File: src/rtl/kway_merge_4ary_heap_defines.svh
// Assertion macros shared by the RTL of the k-way merge heap.
// Depends on nothing; included by the files that carry assertions.
`ifndef KWAY_MERGE_4ARY_HEAP_DEFINES_SVH
`define KWAY_MERGE_4ARY_HEAP_DEFINES_SVH

`ifndef SYNTHESIS
`define KWM_ASSERT_IMPLIES(label, clk, rst, ante, cons) \
  label: assert property (@(posedge clk) disable iff (rst) (ante) |-> (cons)) \
    else $error("kwm assertion failed");
`define KWM_ASSERT_NEXT(label, clk, rst, ante, cons) \
  label: assert property (@(posedge clk) disable iff (rst) (ante) |=> (cons)) \
    else $error("kwm assertion failed");
`else
`define KWM_ASSERT_IMPLIES(label, clk, rst, ante, cons)
`define KWM_ASSERT_NEXT(label, clk, rst, ante, cons)
`endif

`endif

File: src/rtl/kwm_pkg.sv
// Types and codes of the k-way merge heap.
// Depends on nothing; imported by the top level.
package kwm_pkg;

  localparam logic FUNC_LOAD   = 1'b0;
  localparam logic FUNC_REFILL = 1'b1;

  typedef enum logic [3:0] {
    S_IDLE,
    S_BLD_RD,
    S_NODE_WAIT,
    S_RF_SRC,
    S_LVL,
    S_SCAN,
    S_DECIDE,
    S_NEXT,
    S_EMIT_RD,
    S_EMIT_WAIT
  } state_t;

endpackage

File: src/rtl/kwm_ram.sv
// Generic single-port-write, single-port-read RAM with registered read data.
// Depends on nothing.
module kwm_ram #(
  parameter int WIDTH = 37,
  parameter int DEPTH = 64
) (
  input  logic                     clk,
  input  logic                     we,
  input  logic [$clog2(DEPTH)-1:0] waddr,
  input  logic [WIDTH-1:0]         wdata,
  input  logic [$clog2(DEPTH)-1:0] raddr,
  output logic [WIDTH-1:0]         rdata
);

  logic [WIDTH-1:0] mem [DEPTH];

  always_ff @(posedge clk) begin
    if (we) begin
      mem[waddr] <= wdata;
    end
    rdata <= mem[raddr];
  end

endmodule

File: src/rtl/kway_merge_4ary_heap.sv
// K-way merge of descending lists on a 4-ary max-heap held in one RAM.
// A load without the last mark writes its entry into the RAM while idle. A refill walks
// the new value down the heap, at most 3 levels for 64 lists; each level reads up to
// four children through the single RAM read port and compares them in turn. A last
// load builds the heap, sifting down each parent node. Reset clears the control state,
// the list count and the strobe only; the receiver cannot stall.
`include "kway_merge_4ary_heap_defines.svh"

module kway_merge_4ary_heap #(
  parameter int MAX_LISTS  = 64,
  parameter int VALUE_BITS = 31
) (
  input  logic                         clk,
  input  logic                         rst,
  input  logic                         start,
  output logic                         busy,
  input  logic                         func,
  input  logic [$clog2(MAX_LISTS)-1:0] list_id,
  input  logic [VALUE_BITS-1:0]        value,
  input  logic                         last_list,
  output logic                         strobe,
  output logic [VALUE_BITS-1:0]        top_value,
  output logic [$clog2(MAX_LISTS)-1:0] top_list,
  output logic                         done_res
);
  import kwm_pkg::*;

  localparam int IDW = $clog2(MAX_LISTS);
  localparam int CW  = $clog2(MAX_LISTS + 1);
  localparam int XW  = $clog2(4 * MAX_LISTS + 1);
  localparam int DW  = VALUE_BITS + IDW;

  state_t state, state_next;

  logic [CW-1:0]         count;
  logic                  refill;
  logic [IDW-1:0]        node;
  logic [IDW-1:0]        pos;
  logic [VALUE_BITS-1:0] kv;
  logic [IDW-1:0]        ks;
  logic [XW-1:0]         scan_idx;
  logic [1:0]            k;
  logic [VALUE_BITS-1:0] best_key;
  logic [IDW-1:0]        best_src;
  logic [IDW-1:0]        best_i;

  logic                  we;
  logic [IDW-1:0]        waddr;
  logic [DW-1:0]         wdata;
  logic [IDW-1:0]        raddr;
  logic [DW-1:0]         rdata;

  logic                  accept;
  logic                  id_ok;
  logic [XW-1:0]         child;
  logic [XW-1:0]         count_x;
  logic [XW-1:0]         scan_next;
  logic                  scan_last;
  logic [VALUE_BITS-1:0] rkey;
  logic [IDW-1:0]        rsrc;
  logic                  take;
  logic                  bld_stop;
  logic                  rf_swap;

  kwm_ram #(
    .WIDTH(DW),
    .DEPTH(MAX_LISTS)
  ) u_heap (
    .clk  (clk),
    .we   (we),
    .waddr(waddr),
    .wdata(wdata),
    .raddr(raddr),
    .rdata(rdata)
  );

  assign busy      = (state != S_IDLE);
  assign accept    = start && (state == S_IDLE);
  assign id_ok     = CW'(list_id) < CW'(MAX_LISTS);
  assign child     = XW'({pos, 2'b00}) + XW'(1);
  assign count_x   = XW'(count);
  assign scan_next = scan_idx + XW'(1);
  assign scan_last = (k == 2'd3) || (scan_next >= count_x);
  assign rkey      = rdata[DW-1:IDW];
  assign rsrc      = rdata[IDW-1:0];
  assign take      = (k == 2'd0) || (rkey > best_key);
  assign bld_stop  = !refill && (kv >= best_key);
  assign rf_swap   = refill && (kv > best_key);

  always_comb begin
    state_next = state;
    unique case (state)
      S_IDLE: begin
        if (accept) begin
          if (func == FUNC_REFILL) begin
            state_next = S_RF_SRC;
          end else if (id_ok && last_list) begin
            state_next = (list_id == '0) ? S_EMIT_RD : S_BLD_RD;
          end
        end
      end
      S_BLD_RD:    state_next = S_NODE_WAIT;
      S_NODE_WAIT: state_next = S_LVL;
      S_RF_SRC:    state_next = S_LVL;
      S_LVL:       state_next = (child >= count_x) ? S_NEXT : S_SCAN;
      S_SCAN:      state_next = scan_last ? S_DECIDE : S_SCAN;
      S_DECIDE:    state_next = bld_stop ? S_NEXT : S_LVL;
      S_NEXT:      state_next = (refill || node == '0) ? S_EMIT_RD : S_BLD_RD;
      S_EMIT_RD:   state_next = S_EMIT_WAIT;
      S_EMIT_WAIT: state_next = S_IDLE;
      default:     state_next = S_IDLE;
    endcase
  end

  always_comb begin
    we    = 1'b0;
    waddr = pos;
    wdata = {kv, ks};
    raddr = pos;
    unique case (state)
      S_IDLE: begin
        we    = accept && (func == FUNC_LOAD) && id_ok;
        waddr = list_id;
        wdata = {value, list_id};
        raddr = '0;
      end
      S_BLD_RD: raddr = node;
      S_LVL: begin
        if (child >= count_x) begin
          we = 1'b1;
        end else begin
          raddr = child[IDW-1:0];
        end
      end
      S_SCAN: begin
        if (!scan_last) begin
          raddr = scan_next[IDW-1:0];
        end
      end
      S_DECIDE: begin
        we = 1'b1;
        if (!bld_stop && !rf_swap) begin
          wdata = {best_key, best_src};
        end
      end
      S_EMIT_RD: raddr = '0;
      default: begin
      end
    endcase
  end

  always_ff @(posedge clk) begin
    if (rst) begin
      state  <= S_IDLE;
      count  <= '0;
      strobe <= 1'b0;
    end else begin
      state  <= state_next;
      strobe <= 1'b0;
      unique case (state)
        S_IDLE: begin
          if (accept) begin
            if (func == FUNC_REFILL) begin
              kv     <= value;
              pos    <= '0;
              refill <= 1'b1;
            end else if (id_ok && last_list) begin
              count  <= CW'(list_id) + CW'(1);
              refill <= 1'b0;
              node   <= IDW'((list_id - IDW'(1)) >> 2);
            end
          end
        end
        S_BLD_RD: pos <= node;
        S_NODE_WAIT: begin
          kv <= rkey;
          ks <= rsrc;
        end
        S_RF_SRC: ks <= rsrc;
        S_LVL: begin
          scan_idx <= child;
          k        <= 2'd0;
        end
        S_SCAN: begin
          if (take) begin
            best_key <= rkey;
            best_src <= rsrc;
            best_i   <= scan_idx[IDW-1:0];
          end
          k        <= k + 2'd1;
          scan_idx <= scan_next;
        end
        S_DECIDE: begin
          if (rf_swap) begin
            kv <= best_key;
            ks <= best_src;
          end
          if (!bld_stop) begin
            pos <= best_i;
          end
        end
        S_NEXT: begin
          if (!(refill || node == '0)) begin
            node <= node - IDW'(1);
          end
        end
        S_EMIT_WAIT: begin
          top_value <= rkey;
          top_list  <= rsrc;
          done_res  <= (rkey == '0);
          strobe    <= 1'b1;
        end
        default: begin
        end
      endcase
    end
  end

  `KWM_ASSERT_IMPLIES(a_strobe_src, clk, rst, strobe, $past(state) == S_EMIT_WAIT)
  `KWM_ASSERT_IMPLIES(a_done_flag, clk, rst, strobe, done_res == (top_value == '0))
  `KWM_ASSERT_NEXT(a_refill_busy, clk, rst, accept && func == FUNC_REFILL, busy)
  `KWM_ASSERT_IMPLIES(a_scan_range, clk, rst, state == S_SCAN, scan_idx < count_x)
  `KWM_ASSERT_IMPLIES(a_child_below, clk, rst, state == S_DECIDE, best_i > pos)

endmodule
File: config.mk
export PLATFORM = sky130hd
export DESIGN_NAME = kway_merge_4ary_heap
export DESIGN_NICKNAME = d
export VERILOG_FILES = /design/src/rtl/kwm_pkg.sv /design/src/rtl/kwm_ram.sv /design/src/rtl/kway_merge_4ary_heap.sv
export VERILOG_INCLUDE_DIRS = /design/src /design/src/rtl
export SDC_FILE = /design/constraint.sdc
export NUM_CORES = 2
export LEC_CHECK = 0
export BUFFER_PORTS_ARGS = -buffer_cell sky130_fd_sc_hd__buf_2
export CORE_ASPECT_RATIO = 0.6
export CORE_UTILIZATION = 60
export DETAILED_ROUTE_END_ITERATION = 8
export GPL_TIMING_DRIVEN = 0
export PLACE_DENSITY = 0.76
export SYNTH_ARGS = -nofsm -noshare
export SYNTH_HDL_FRONTEND = slang
export SYNTH_SLANG_ARGS = --single-unit
File: constraint.sdc
create_clock -name clk -period 8.68 [get_ports clk]
set_input_delay 0.434 -clock clk [delete_from_list [all_inputs] [get_ports clk]]
set_output_delay 0.434 -clock clk [all_outputs]
set_load 0.01 [all_outputs]
# Yosys cells after proc, flatten, opt, wreduce, memory -nomap -nowiden
# Memories as Yosys holds them, arrays and structs flattened. A register that Yosys moved wholly into a read port is not among the register bits.
# Index checks and enable logic that the tools add are counted.
# classes
addsub	6
n_mul	0
div_mod_pow	0
order_cmp	5
eq_ne	18
shifts	0
n_mux	38
bitwise_logic	2
n_reduce_logical	35
# ops
op	n
2-to-1 mux 31 bit	3
one-hot mux 31 bit (3 select lines)	1
one-hot mux 37 bit (2 select lines)	1
2-to-1 mux 6 bit	11
> comparator 31 bit	2
2-to-1 mux 37 bit	1
one-hot mux 4 bit (8 select lines)	1
>= comparator 31 bit	1
logical NOT 31 bit	1
one-hot mux 6 bit (2 select lines)	2
one-hot mux 6 bit (4 select lines)	1
2-to-1 mux 4 bit	5
>= comparator 9 x 7 -> 1 bit	2
one-hot mux 6 bit (3 select lines)	1
one-hot mux 9 bit (2 select lines)	1
== test 4 x 3 -> 1 bit, second input constant	4
inequality test 2 bit, second input constant	7
logical NOT 6 bit	2
subtractor 6 x 1 -> 6 bit, second input constant	2
AND reduction 5 bit	2
adder 8 x 1 -> 9 bit, second input constant	1
adder 9 x 1 -> 9 bit, second input constant	1
== test 4 x 2 -> 1 bit, second input constant	2
== test 4 bit, second input constant	2
23 further kinds	47
# word_totals
reg_bits	154
latchBits	0
ramBits	2368
romBits	0
inputBits	42
out_inout_bits	40
elab_cells	121
n_memories	1
# mem_list
memory	words	word_bits	rd	rd_ports_with_merged_regs	wr	line_no	text
u_heap.mem	64	37	1	1	1	kwm_ram.sv:15	logic [WIDTH-1:0] mem [DEPTH];

# Depth between registers and ports, before layout
# logic_depth
depth_word	6
mapped_depth	21
ltp_nobuf	15

# Hierarchy
# From an unflattened synthesis, not the netlist that was laid out.
# hier_totals
hier_cells	4754
hier_area_um2	99425.4
# modules_own_cells
mod	n_inst	cells_per_inst	area_each_um2	seq_area_each_um2
kwm_ram	1	3922	90465.5	71848.9
kway_merge_4ary_heap	1	832	8959.8	4504.3

# Least setup slack after synthesis
# No wires, ideal clock.
# synth_timing
path_kind	reg2reg
start	reg state[3]
end	reg done_res, enable pin
setup_time_ns	0.528
arrival_ns	4.559
required_ns	8.152
path_slack_ns	3.593
stages_incl_launch_ff	5
path_buffers	2
period_less_slack_ns	5.087
cell_sequence	dfxtp_1 -> clkbuf_1 -> clkbuf_1 -> nand2_1 -> nor4_1
# synth_via
elab_chain_len	2
# synth_rtl
item	line_no	text
start: declaration	kway_merge_4ary_heap.sv:33	state_t state, state_next;
start signal: assignment	kway_merge_4ary_heap.sv:158	state <= state_next;
== test 4 bit	kway_merge_4ary_heap.sv:160	unique case (state)
AND reduction 2 bit (no line)	n/a	
end signal: assignment	kway_merge_4ary_heap.sv:210	done_res <= (rkey == '0);
end: declaration	kway_merge_4ary_heap.sv:24	output logic done_res
# No other way between the ends.
# A chain may end at the register's enable or synchronous reset.

# Worst setup path in the final report
# layout_timing
start	reg scan_idx[0]
end	reg u_heap.rdata[23] (read register of u_heap.mem)
# layout_via
elab_chain_len	5
# layout_rtl
item	line_no	text
start: declaration	kway_merge_4ary_heap.sv:41	logic [XW-1:0] scan_idx;
start signal: assignment	kway_merge_4ary_heap.sv:181	scan_idx <= child;
start signal: assignment	kway_merge_4ary_heap.sv:191	scan_idx <= scan_next;
adder 9 x 1 -> 9 bit *	kway_merge_4ary_heap.sv:82	assign scan_next = scan_idx + XW'(1);
>= comparator 9 x 7 -> 1 bit	kway_merge_4ary_heap.sv:83	assign scan_last = (k == 2'd3) || (scan_next >= count_x);
logical OR 1 bit	kway_merge_4ary_heap.sv:83	
2-to-1 mux 6 bit *	kway_merge_4ary_heap.sv:136	if (!scan_last) begin
one-hot mux 6 bit (4 select lines) *	kway_merge_4ary_heap.sv:120	unique case (state)
end: declaration	kwm_ram.sv:12	output logic [WIDTH-1:0] rdata
# Every way passes the cells marked *; elsewhere a longest branch is shown, timed or not.

==> metrics.cfg <==
[setup_path]
required_ns=9.41
rr_startpoint=scan_idx[0]
critical_path.endpoint=u_heap.rdata[23]
ff2ff_setup_slack_ns=1.11
endpoint_kind=register
critPathMaxFanout=10
crit_type=register to register
critPathLaunchType=register
reg2reg_to=u_heap.rdata[23]
ff2ff_path_depth=17
cp_data_arrival_time_ns=8.29
startpoint=scan_idx[0]

[power]
power_density_mw_per_mm2=408
max-vdd-ir-drop_uv=355
p_sw_share_pct=42.1
power.internal_w=0.0269
p_clk_share_pct=21.0
pwr-share-comb_pct=42.6
switchingPower_w=0.0196
seqPwrFrac_pct=36.4
p_leak_nw=37.6

[synth]
synthFlopType=edfxtp_1
ys_seq_elements=2559
synth.distinct_cells=68
synth_commonest_cells=edfxtp_1 (2510), nand2_1 (1112), nand3_1 (686), mux4_2 (292), a22oi_1 (218)
yosysSeqAreaShare_pct=75.7
yosysWarnings=0
yosysMostFrequentCell=edfxtp_1
synth.largest_area_cell=edfxtp_1
ys_top_cells_by_area=edfxtp_1 (75%), mux4_2 (6.5%), nand2_1 (4.1%)
syn_nets=6318
syn_avg_cell_area_um2=16.3
synth_top_area_share_pct=74.7
synthArstFlopShare_pct=0
syn_inst=6195
synth_area_mm2=0.101
synth-edff-count=2510

[global_routing]
track_usage_pct=36.8
grt_pass1_wl_um=434000
grt_antenna_before_repair=32
grt_pass1_vias=58200
grt_max_degree=65
grt-ovfl-total=0

[clock_tree]
cts_buffers=216
clockBufferDepth=4
cts_tree=built
clk_pin_slew_worst_paths_ns=0.07
cts_setup_buffers=0
cts.hold.buffers_added=33
clk_latency_ns=0.86
cts_sinks=2559
ctsRootBufferMaster=clkbuf_16
cts-resized-gates=0
cts_max_level=4

[sta]
finalSetupViolCount=0
hold_viol=0
relSlewSlack_pct=-15.3
finalCriticalPeriod_ns=7.57
finClkSkew_ns=0.0461
max_freq_mhz=132
period_share_pct=87.2
hold-worst-slack_ns=0.0457
slew_viol_final=44
tightest_slew_ns=1.72
rsz0062_at_grt=false
setup_tns_ns=0

[cells_and_area]
syn2layout_area_growth_pct=13.1
utilization_pct=68.4
layout.nets=6740
drive_gt1_share_pct=15.5

[die]
die_width_um=531
dieHeight_um=320
initial_utilization_pct=60.5
ios=82
std_cell_rows=116
core_mm2=0.167
die_area_mm2=0.170

[outcome]
outcome=finished with violations
violations=max-capacitance violations, max-slew violations

[routing]
wirelength_um=313000
post-route-drc-count=0
vias=63100
vias_per_cell=6.99
ant_nets=0
firstDrtPassIters=8
drtIter0Drc=12900
avgRoutedWirePerCell_um=34.7

[min_path]
hold_depth=3
hp-class=input pin to register
hp-start=start

[placement]
gp_congestion=0.995
hpwl_um=210000
port_buffers=78

[run]
cap_violations=15

[area by class of cell]
| type | count | area (um2) |
|---|---|---|
| sequential | 2559 | 76400 |
| antenna | 6 | 15.0 |
| timing repair buffer | 204 | 2610 |
| clock buffer | 266 | 5700 |
| multi-input combinational | 3207 | 23500 |
| buffer | 375 | 1680 |
| fill | 10500 | 52700 |
| tap | 2242 | 2810 |
| clock inverter | 115 | 1150 |
| inverter | 54 | 203 |
[flip-flops by register name, summed over array words and instances (netlist names), 6 cells and up]
| register | flops |
|---|---|
| ks | 6 |
| best_i | 6 |
| u_heap.rdata | 37 |
| best_key | 31 |
| pos | 6 |
| node | 6 |
| top_value | 31 |
| count | 7 |
| top_list | 6 |
| kv | 31 |
| best_src | 6 |
| u_heap.mem | 2368 |
| scan_idx | 9 |
[placed cells by master, fill, tap and decap left out, drive strengths merged, types with 21 or more instances in the layout]
master,Yosys,routed
a221o,74,74
edfxtp,2510,2510
buf,176,347
nand3,687,687
and2,39,39
mux4,292,292
clkinv,0,78
a22o,41,41
dfxtp,49,49
dlygate4sd3,0,33
nor2,116,116
bufinv,0,21
a2111o,36,36
clkbuf,199,465
a22oi,218,218
ha,81,81
inv,54,59
nand2,1112,1112
a21oi,101,101
a31oi,116,116
mux2i,89,89
o21ai,32,32
[layer usage]
metal | up-vias | track usage, % | part of all wire [%]
met5 | - | 0 | 0.067
met4 | 26 | 11.6 | 3.7
met3 | 694 | 17.3 | 19
met2 | 5807 | 48.8 | 41
met1 | 31600 | 53.8 | 36
li1 | 25000 | - | -
[critical path: stages, from the launching register on]
cell	delay [ns]
edfxtp_1	0.54
ha_1	0.35
xnor2_1	0.36
inv_1	0.09
ha_1	0.31
nand2_1	0.05
o21ai_0	0.22
a21o_1	0.21
o21ai_1	0.16
a31o_2	0.34
nand2_1	0.33
buf_4	0.29
buf_2	0.69
buf_1	1.24
mux4_2	0.46
a22oi_1	1.00
a31oi_1	0.28
a2111o_1	0.47
[cells by family after synthesis]
| logic type | Yosys count | share of synthesized area, % |
|---|---|---|
| fa+ha+maj | 81 | 1.00 |
| simple gates | 2042 | 8.80 |
| mux | 381 | 7.40 |
| buf+inv | 429 | 1.86 |
| flops | 2559 | 75.7 |
| xor+xnor | 19 | 0.165 |
| compound gates | 684 | 5.05 |
[power by group through the flow]
| stage | clock network [W] | registers [W] | logic [W] |
|---|---|---|---|
| 5_1_grt | 0.0102 | 0.0169 | 0.0200 |
| 3_3_place_gp | 0 | 0.0175 | 0.0175 |
| 4_1_cts | 0.00971 | 0.0169 | 0.0187 |
| 6_report | 0.00976 | 0.0169 | 0.0198 |
| 3_5_place_dp | 0 | 0.0172 | 0.0186 |
| 2_1_floorplan | 0 | 0.0171 | 0.00958 |
[worst min path at each step]
stage	to	slack, ns
4_1_cts	refill	0.01
6_report	refill	0.05
5_1_grt	refill	0.07
2_1_floorplan	best_src[0]	0.43
3_5_place_dp	best_src[2]	0.47
3_3_place_gp	count[6]	0.48
[through the flow]
step / total power (W) / instances / instance area, um2 / setup WS [ns]
3_5_place_dp: 0.0357 / 8607 / 107000 / 1.68
3_3_place_gp: 0.0350 / 8515 / 104000 / 1.13
4_1_cts: 0.0454 / 9021 / 114000 / 1.62
5_1_grt: 0.0471 / 9024 / 114000 / 1.05
2_1_floorplan: 0.0267 / 6195 / 101000 / 3.59
6_report: 0.0465 / 9028 / 114000 / 1.11
No activity file was read; power rests on OpenSTA's default activity.
